File: config.mk
export PLATFORM = sky130hd
export DESIGN_NAME = motor_thermal_overload_integrator_unit
export DESIGN_NICKNAME = d
export VERILOG_FILES = /design/src/hdl/mtoi_pkg.sv /design/src/hdl/mtoi_div.sv /design/src/hdl/motor_thermal_overload_integrator_unit.sv
export SDC_FILE = /design/constraint.sdc
export NUM_CORES = 2
export LEC_CHECK = 0
export ABC_AREA = 1
export ABC_CLOCK_PERIOD_IN_PS = 11200
export BUFFER_PORTS_ARGS = -buffer_cell sky130_fd_sc_hd__buf_2
export CORE_UTILIZATION = 60
export DETAILED_ROUTE_END_ITERATION = 16
export PLACE_DENSITY = 0.79
export SKIP_LAST_GASP = 1
export SLEW_MARGIN = 5
export SYNTH_ARGS = -nofsm -noshare
export SYNTH_HDL_FRONTEND = slang
export SYNTH_SLANG_ARGS = --single-unit
File: constraint.sdc
create_clock -name clk_i -period 11.2 [get_ports clk_i]
set_input_delay 0 -clock clk_i [delete_from_list [all_inputs] [get_ports clk_i]]
set_output_delay 0 -clock clk_i [all_outputs]
set_load 0.02 [all_outputs]
File: src/hdl/mtoi_pkg.sv
// Shared constants and types of the motor thermal overload integrator.
`default_nettype none

package mtoi_pkg;

  localparam int FRAC_BITS_DEF = 16;
  localparam int DATA_W        = 31;
  localparam int LIMIT_MULT    = 35;   // 6*6 - 1
  localparam int COOL_NUM      = 58;
  localparam int COOL_DEN      = 100;

  typedef enum logic [1:0] {
    TS_NORMAL   = 2'd0,
    TS_HEATING  = 2'd1,
    TS_COOLING  = 2'd2,
    TS_OVERHEAT = 2'd3
  } mtoi_status_e;

  typedef enum logic [1:0] {
    REG_RATED_CURRENT = 2'd0,
    REG_TRIP_TIME     = 2'd1,
    REG_TIME_STEP     = 2'd2
  } mtoi_reg_e;

endpackage

`default_nettype wire

File: src/hdl/mtoi_div.sv
// Bit-serial restoring divider giving a saturated fixed-point quotient (a << F) / b.
`default_nettype none

module mtoi_div #(
  parameter int FracBits = mtoi_pkg::FRAC_BITS_DEF
) (
  input  wire logic                          clk_i,
  input  wire logic                          rst_ni,
  input  wire logic                          start_i,
  input  wire logic [mtoi_pkg::DATA_W-1:0]   dividend_i,
  input  wire logic [mtoi_pkg::DATA_W-1:0]   divisor_i,
  output logic                               done_o,
  output logic [mtoi_pkg::DATA_W-1:0]        quotient_o
);

  localparam int DW      = mtoi_pkg::DATA_W;
  localparam int NumBits = DW + FracBits;
  localparam int CntW    = $clog2(NumBits);

  logic [NumBits-1:0] dvd_q;
  logic [DW-1:0]      dvs_q;
  logic [DW-1:0]      rem_q;
  logic [DW-1:0]      quo_q;
  logic               ovf_q;
  logic [CntW-1:0]    cnt_q;
  logic               busy_q;
  logic               done_q;

  logic [DW:0]        trial;
  logic               ge;
  logic [DW:0]        diff;

  assign trial = {rem_q, dvd_q[NumBits-1]};
  assign ge    = trial >= {1'b0, dvs_q};
  assign diff  = trial - {1'b0, dvs_q};

  always_ff @(posedge clk_i or negedge rst_ni) begin
    if (!rst_ni) begin
      busy_q <= 1'b0;
      done_q <= 1'b0;
      cnt_q  <= '0;
    end else begin
      done_q <= 1'b0;
      if (start_i) begin
        busy_q <= 1'b1;
        cnt_q  <= CntW'(NumBits - 1);
      end else if (busy_q) begin
        cnt_q <= cnt_q - 1'b1;
        if (cnt_q == '0) begin
          busy_q <= 1'b0;
          done_q <= 1'b1;
        end
      end
    end
  end

  always_ff @(posedge clk_i) begin
    if (start_i) begin
      dvd_q <= {dividend_i, FracBits'(0)};
      dvs_q <= divisor_i;
      rem_q <= '0;
      quo_q <= '0;
      ovf_q <= 1'b0;
    end else if (busy_q) begin
      dvd_q <= dvd_q << 1;
      rem_q <= ge ? diff[DW-1:0] : trial[DW-1:0];
      quo_q <= {quo_q[DW-2:0], ge};
      ovf_q <= ovf_q | quo_q[DW-1];
    end
  end

  assign done_o     = done_q;
  assign quotient_o = ovf_q ? {DW{1'b1}} : quo_q;

endmodule

`default_nettype wire

File: src/hdl/motor_thermal_overload_integrator_unit.sv
// Top level of the motor thermal overload (i2t) integrator.
`default_nettype none

// One current sample per word in, one status word out. A sample above the rated current
// adds ((I/Irated)^2 - 1) * dt to the heat, clamped at 35 * trip_time_at_six (which sets
// overheat); otherwise a positive heat loses (heat/limit + 0.58) * dt, clamped at zero
// (which clears overheat). A sample above the rated current passes through the divider and
// then two products before its result; a sample that cools a positive heat needs one product
// fewer: the bit-serial divider computes one quotient bit per cycle over 31 + FracBits bits,
// and a single shared 31x31 multiplier does the products one after another. A sample that
// leaves a zero heat untouched skips the divider and goes straight from idle to the output
// state. The input is not ready while a sample is in work; the output register lets the next
// sample start while the last result waits. Configuration writes are taken in any cycle and
// must be made while the block is idle.
module motor_thermal_overload_integrator_unit #(
  parameter int FracBits = mtoi_pkg::FRAC_BITS_DEF
) (
  input  wire logic        clk_i,
  input  wire logic        rst_ni,
  input  wire logic        cfg_valid_i,
  output logic             cfg_ready_o,
  input  wire logic [1:0]  cfg_index_i,
  input  wire logic [31:0] cfg_data_i,
  input  wire logic        s_axis_tvalid,
  output logic             s_axis_tready,
  input  wire logic [31:0] s_axis_tdata,   // [31:0] current_sample
  output logic             m_axis_tvalid,
  input  wire logic        m_axis_tready,
  output logic [39:0]      m_axis_tdata    // [1:0] thermal_status, [2] ready_res,
                                           // [33:3] heat_level, [39:34] zero
);

  localparam int DW = mtoi_pkg::DATA_W;
  localparam int PW = 2 * DW;
  localparam logic [DW-1:0] SatMax   = {DW{1'b1}};
  localparam logic [DW-1:0] One      = DW'(1) << FracBits;
  localparam logic [DW-1:0] CoolRate =
    DW'((mtoi_pkg::COOL_NUM << FracBits) / mtoi_pkg::COOL_DEN);

  typedef enum logic [5:0] {
    ST_IDLE = 6'b000001,
    ST_DIV  = 6'b000010,
    ST_MUL1 = 6'b000100,
    ST_MUL2 = 6'b001000,
    ST_UPD  = 6'b010000,
    ST_OUT  = 6'b100000
  } mtoi_state_e;

  mtoi_state_e state_q, state_d;

  logic [DW-1:0] rated_q, limit_q, step_q;
  logic [DW-1:0] acc_q, acc_d;
  logic          flag_q, flag_d;
  logic          out_valid_q, out_valid_d;
  logic [39:0]   out_data_q;
  logic          heating_q;
  logic [DW-1:0] op_q;
  logic [PW-1:0] prod_q;

  logic          accept, heat_in, div_start, div_done, load_out;
  logic [DW-1:0] div_dvd, div_dvs, quot;
  logic [31:0]   lim_prod;
  logic [DW-1:0] lim_new;
  logic [DW:0]   cool_sum;
  logic [DW-1:0] cool_rate;
  logic [PW-1:0] prod_sh;
  logic [DW-1:0] prod_sat, excess, mul_a, mul_b;
  logic [DW:0]   acc_sum;
  logic [DW-1:0] acc_heat;
  mtoi_pkg::mtoi_status_e status;

  assign cfg_ready_o   = 1'b1;
  assign s_axis_tready = (state_q == ST_IDLE);
  assign accept        = s_axis_tvalid && s_axis_tready;
  assign heat_in       = !s_axis_tdata[31] && (s_axis_tdata[DW-1:0] > rated_q);
  assign div_start     = accept && (heat_in || (acc_q != '0));
  assign div_dvd       = heat_in ? s_axis_tdata[DW-1:0] : acc_q;
  assign div_dvs       = heat_in ? rated_q : limit_q;

  assign lim_prod = 32'(cfg_data_i[25:0]) * 32'(mtoi_pkg::LIMIT_MULT);
  assign lim_new  = lim_prod[31] ? SatMax : lim_prod[DW-1:0];

  mtoi_div #(
    .FracBits(FracBits)
  ) u_div (
    .clk_i      (clk_i),
    .rst_ni     (rst_ni),
    .start_i    (div_start),
    .dividend_i (div_dvd),
    .divisor_i  (div_dvs),
    .done_o     (div_done),
    .quotient_o (quot)
  );

  assign cool_sum  = {1'b0, quot} + {1'b0, CoolRate};
  assign cool_rate = cool_sum[DW] ? SatMax : cool_sum[DW-1:0];

  assign prod_sh  = prod_q >> FracBits;
  assign prod_sat = (|prod_sh[PW-1:DW]) ? SatMax : prod_sh[DW-1:0];
  assign excess   = (prod_sat >= One) ? (prod_sat - One) : '0;

  always_comb begin
    mul_a = op_q;
    mul_b = heating_q ? op_q : step_q;
    if (state_q == ST_MUL2) begin
      mul_a = excess;
      mul_b = step_q;
    end
  end

  assign acc_sum  = {1'b0, acc_q} + {1'b0, prod_sat};
  assign acc_heat = acc_sum[DW] ? SatMax : acc_sum[DW-1:0];

  always_comb begin
    if (acc_q == '0)          status = mtoi_pkg::TS_NORMAL;
    else if (acc_q == limit_q) status = mtoi_pkg::TS_OVERHEAT;
    else if (flag_q)          status = mtoi_pkg::TS_COOLING;
    else                      status = mtoi_pkg::TS_HEATING;
  end

  assign load_out = (state_q == ST_OUT) && (!out_valid_q || m_axis_tready);

  always_comb begin
    state_d     = state_q;
    acc_d       = acc_q;
    flag_d      = flag_q;
    out_valid_d = out_valid_q;
    if (out_valid_q && m_axis_tready) out_valid_d = 1'b0;
    case (state_q)
      ST_IDLE: begin
        if (accept) state_d = div_start ? ST_DIV : ST_OUT;
      end
      ST_DIV: begin
        if (div_done) state_d = ST_MUL1;
      end
      ST_MUL1: begin
        state_d = heating_q ? ST_MUL2 : ST_UPD;
      end
      ST_MUL2: begin
        state_d = ST_UPD;
      end
      ST_UPD: begin
        if (heating_q) begin
          if (acc_heat >= limit_q) begin
            acc_d  = limit_q;
            flag_d = 1'b1;
          end else begin
            acc_d = acc_heat;
          end
        end else if (prod_sat >= acc_q) begin
          acc_d  = '0;
          flag_d = 1'b0;
        end else begin
          acc_d = acc_q - prod_sat;
        end
        state_d = ST_OUT;
      end
      ST_OUT: begin
        if (load_out) begin
          out_valid_d = 1'b1;
          state_d     = ST_IDLE;
        end
      end
      default: state_d = ST_IDLE;
    endcase
  end

  always_ff @(posedge clk_i or negedge rst_ni) begin
    if (!rst_ni) begin
      state_q     <= ST_IDLE;
      acc_q       <= '0;
      flag_q      <= 1'b0;
      out_valid_q <= 1'b0;
      rated_q     <= DW'(65536);
      limit_q     <= '0;
      step_q      <= DW'(655);
    end else begin
      state_q     <= state_d;
      acc_q       <= acc_d;
      flag_q      <= flag_d;
      out_valid_q <= out_valid_d;
      if (cfg_valid_i) begin
        case (mtoi_pkg::mtoi_reg_e'(cfg_index_i))
          mtoi_pkg::REG_RATED_CURRENT: rated_q <= cfg_data_i[DW-1:0];
          mtoi_pkg::REG_TRIP_TIME:     limit_q <= lim_new;
          mtoi_pkg::REG_TIME_STEP:     step_q  <= cfg_data_i[DW-1:0];
          default: ;
        endcase
      end
    end
  end

  always_ff @(posedge clk_i) begin
    if (accept) heating_q <= heat_in;
    if (state_q == ST_DIV && div_done) op_q <= heating_q ? quot : cool_rate;
    if (state_q == ST_MUL1 || state_q == ST_MUL2) prod_q <= PW'(mul_a) * PW'(mul_b);
    if (load_out) out_data_q <= {6'b0, acc_q, !flag_q, status};
  end

  assign m_axis_tvalid = out_valid_q;
  assign m_axis_tdata  = out_data_q;

endmodule

`default_nettype wire

==> impl_metrics.yaml <==
setup_path:
  crit_slowest_cell: "clkinv_1"
  reg2reg_from: "prod_q[60]$_DFFE_PP_"
  max_stage_delay_ps: 720
  worstSetupPathType: "register to register"
  regToRegSetupSlack_ps: 950
  cp_common_cell: "fa_1"
  path_max_fanout: 14
  r2r-end: "prod_q[60]$_DFFE_PP_"
  worstSetupStartpointType: "register"
  critPathCaptureType: "register"
  crit_arrival_ps: 10560
  reg2reg_depth: 42
  cp.required_ps: 11510
grt:
  grtUsageTotal_pct: 40.1
  grt_max_degree: 94
  antenna_found_initial: 9
  grt_pass1_wl_um: 288000
  grt_overflow: 0
  grt_pass1_vias: 49370
synth:
  ys_ff_latch: 377
  ys_types: 65
  seq_area_frac_synth_pct: 17.6
  synth_area_um2: 56800
  yosysTopAreaCell: "fa_1"
  synth_warnings: 0
  synth_flop_cell: "edfxtp_1"
  synth_common_cells: "inv_1, nand2_1, nor2_1"
  syn_inst: 7056
  avgSynthCellArea_um2: 8.05
  yosys-top-cells-area: "fa_1, ha_1, inv_1"
  synth_top_cell_area_share_pct: 30.3
  synth.most_common_cell: "inv_1"
  async_reset_ff_share_pct: 37.1
  synth_edf_count: 174
final_layout:
  areaGrowthSynthToFinish_pct: 7.29
  final_nets: 8561
  utilization_pct: 65.1
  layout-drive-gt1-share_pct: 5.80
clocking:
  cts_sinks: 377
  cts_root_buf: "clkbuf_16"
  clkTransAtPathRegs_ps: 70
  post_cts_buffers: 0
  clk_latency_ps: 580
  cts_buffers: 39
  cts_tree: "yes"
  cts.path.max_buffers: 3
  cts_max_level: 2
placement:
  io_buffers: 105
  preCtsSetupSlack_ps: 1130
  gp_congestion: 1.06
  dp_hpwl_um: 151000
routing:
  antenna_left: 0
  firstDrtPassIters: 7
  routed_wirelength_um: 190000
  drcViolationCount: 0
  viasPerCell: 5.96
  drtIter0Drc: 6285
  vias: 50232
  wl_per_cell_um: 22.5
floorplanning:
  die_y_um: 310
  core_um2: 93600
  pin_count: 114
  die-area_um2: 95900
  die_w_um: 310
  num_rows: 112
  start_util_pct: 60.7
timing:
  fin_crit_ps: 10250
  post-route-worst-setup-slack_ps: 951
  finalMaxSlewViolations: 0
  fin_crit_sh_pct: 91.5
  hold_violations: 0
  fin_skew_ps: 39.8
  finalSetupTns_ps: 0
  setup_violations: 0
  fmax_mhz: 97.6
  slew_headroom_pct: 16.7
  worst_pin_slew_ps: 1230
  grt_setup_unrepaired: "no"
hold_path:
  min_path_type: "input pin to asynchronous set/reset pin"
run_status:
  status: "finished, final reports clean"
job:
  max-cap-violations: 0
[worst max path at each step]
| stage | start | endpoint | slack (ps) | cells after the start |
|---|---|---|---|---|
| after floorplan | prod_q[60]$_DFFE_PP_ | prod_q[60]$_DFFE_PP_ | 2320 | 49 |
| after global placement | prod_q[60]$_DFFE_PP_ | prod_q[51]$_DFFE_PP_ | 1320 | 40 |
| after detailed placement | prod_q[60]$_DFFE_PP_ | prod_q[60]$_DFFE_PP_ | 1130 | 43 |
| after CTS | prod_q[60]$_DFFE_PP_ | prod_q[60]$_DFFE_PP_ | 1090 | 43 |
| after global routing | prod_q[54]$_DFFE_PP_ | prod_q[58]$_DFFE_PP_ | 440 | 44 |
| final | prod_q[60]$_DFFE_PP_ | prod_q[60]$_DFFE_PP_ | 950 | 42 |
[sequential cells by signal, summed over array words and instances, names as in the netlist]
register	cells
prod_q	46
m_axis_tdata	34
acc_q	31
limit_q	31
op_q	31
rated_q	31
step_q	31
u_div.dvd_q	31
u_div.dvs_q	31
u_div.quo_q	31
u_div.rem_q	31
state_q	6
u_div.cnt_q	6
flag_q	1
heating_q	1
m_axis_tvalid	1
u_div.busy_q	1
u_div.done_o	1
u_div.ovf_q	1
[kinds of logic (layout without fill, tap and decap cells)]
group                      count (synthesis)  after routing  synth area share (%)
adders and majority gates               1349           1349                  41.1
buffers and inverters                   1715           1826                  11.5
and+or+nand+nor                         2513           2513                  17.8
xor gates and xnor gates                 162            162                  2.50
other                                      2             14                0.0132
DFF                                      377            377                  17.6
muxes                                     30             30                 0.529
AOI/OAI and AO/OA                        908            908                  8.93
[layout make-up]
cell class	instances	area, um^2
Sequential cell	377	10000
Inverter	1459	5480
Multi-Input combinational cell	4969	40400
Timing Repair Buffer	295	2120
Tap cell	1254	1570
Clock buffer	49	1060
Antenna cell	7	17.5
Fill cell	7931	32700
Clock inverter	23	302
[critical path: cells and delay by family, from the launching register on]
| kind | cells | cell delay, ps |
|---|---|---|
| fa+ha+maj | 10 | 4520 |
| compound gates | 2 | 380 |
| buf+inv | 9 | 1280 |
| flops | 1 | 370 |
| simple gates | 21 | 3430 |
[layer usage]
layer	routed length [um]	vias up	global-route usage, %
li1	-	21946	-
met1	71100	24293	53.7
met2	78900	3307	58.3
met3	28300	676	13.9
met4	11400	10	18.8
met5	67	-	0
[through the flow]
step / area (um^2) / cells / hold slack, ps
6_report: 60900 / 8433 / 56.8
5_1_grt: 60900 / 8427 / 68.5
4_1_cts: 60900 / 8426 / 13.1
3_5_place_dp: 58900 / 8290 / 148
3_3_place_gp: 58900 / 8290 / 134
2_1_floorplan: 56800 / 7061 / -296
[cells in the final DEF, fill, tap and decap left out, types with 109 or more instances in the layout]
| cell type | count |
|---|---|
| edfxtp_1 | 174 |
| buf_4 | 126 |
| dfrtp_1 | 132 |
| inv_1 | 1417 |
| xor2_1 | 109 |
| a21oi_1 | 327 |
| o21ai_0 | 321 |
| nor2_1 | 917 |
| nand2_1 | 1239 |
| nand3_1 | 155 |
| ha_1 | 488 |
| fa_1 | 861 |
[what timing repair did]
action | CTS | global route
resized for setup | 0 | 0
endpoints found under the hold margin | 179 | 0
hold buffers | 64 | 0
Power is left out: the tool's default activity adds up to more than one toggle a clock period on the data nets, which glitch-free logic cannot reach.
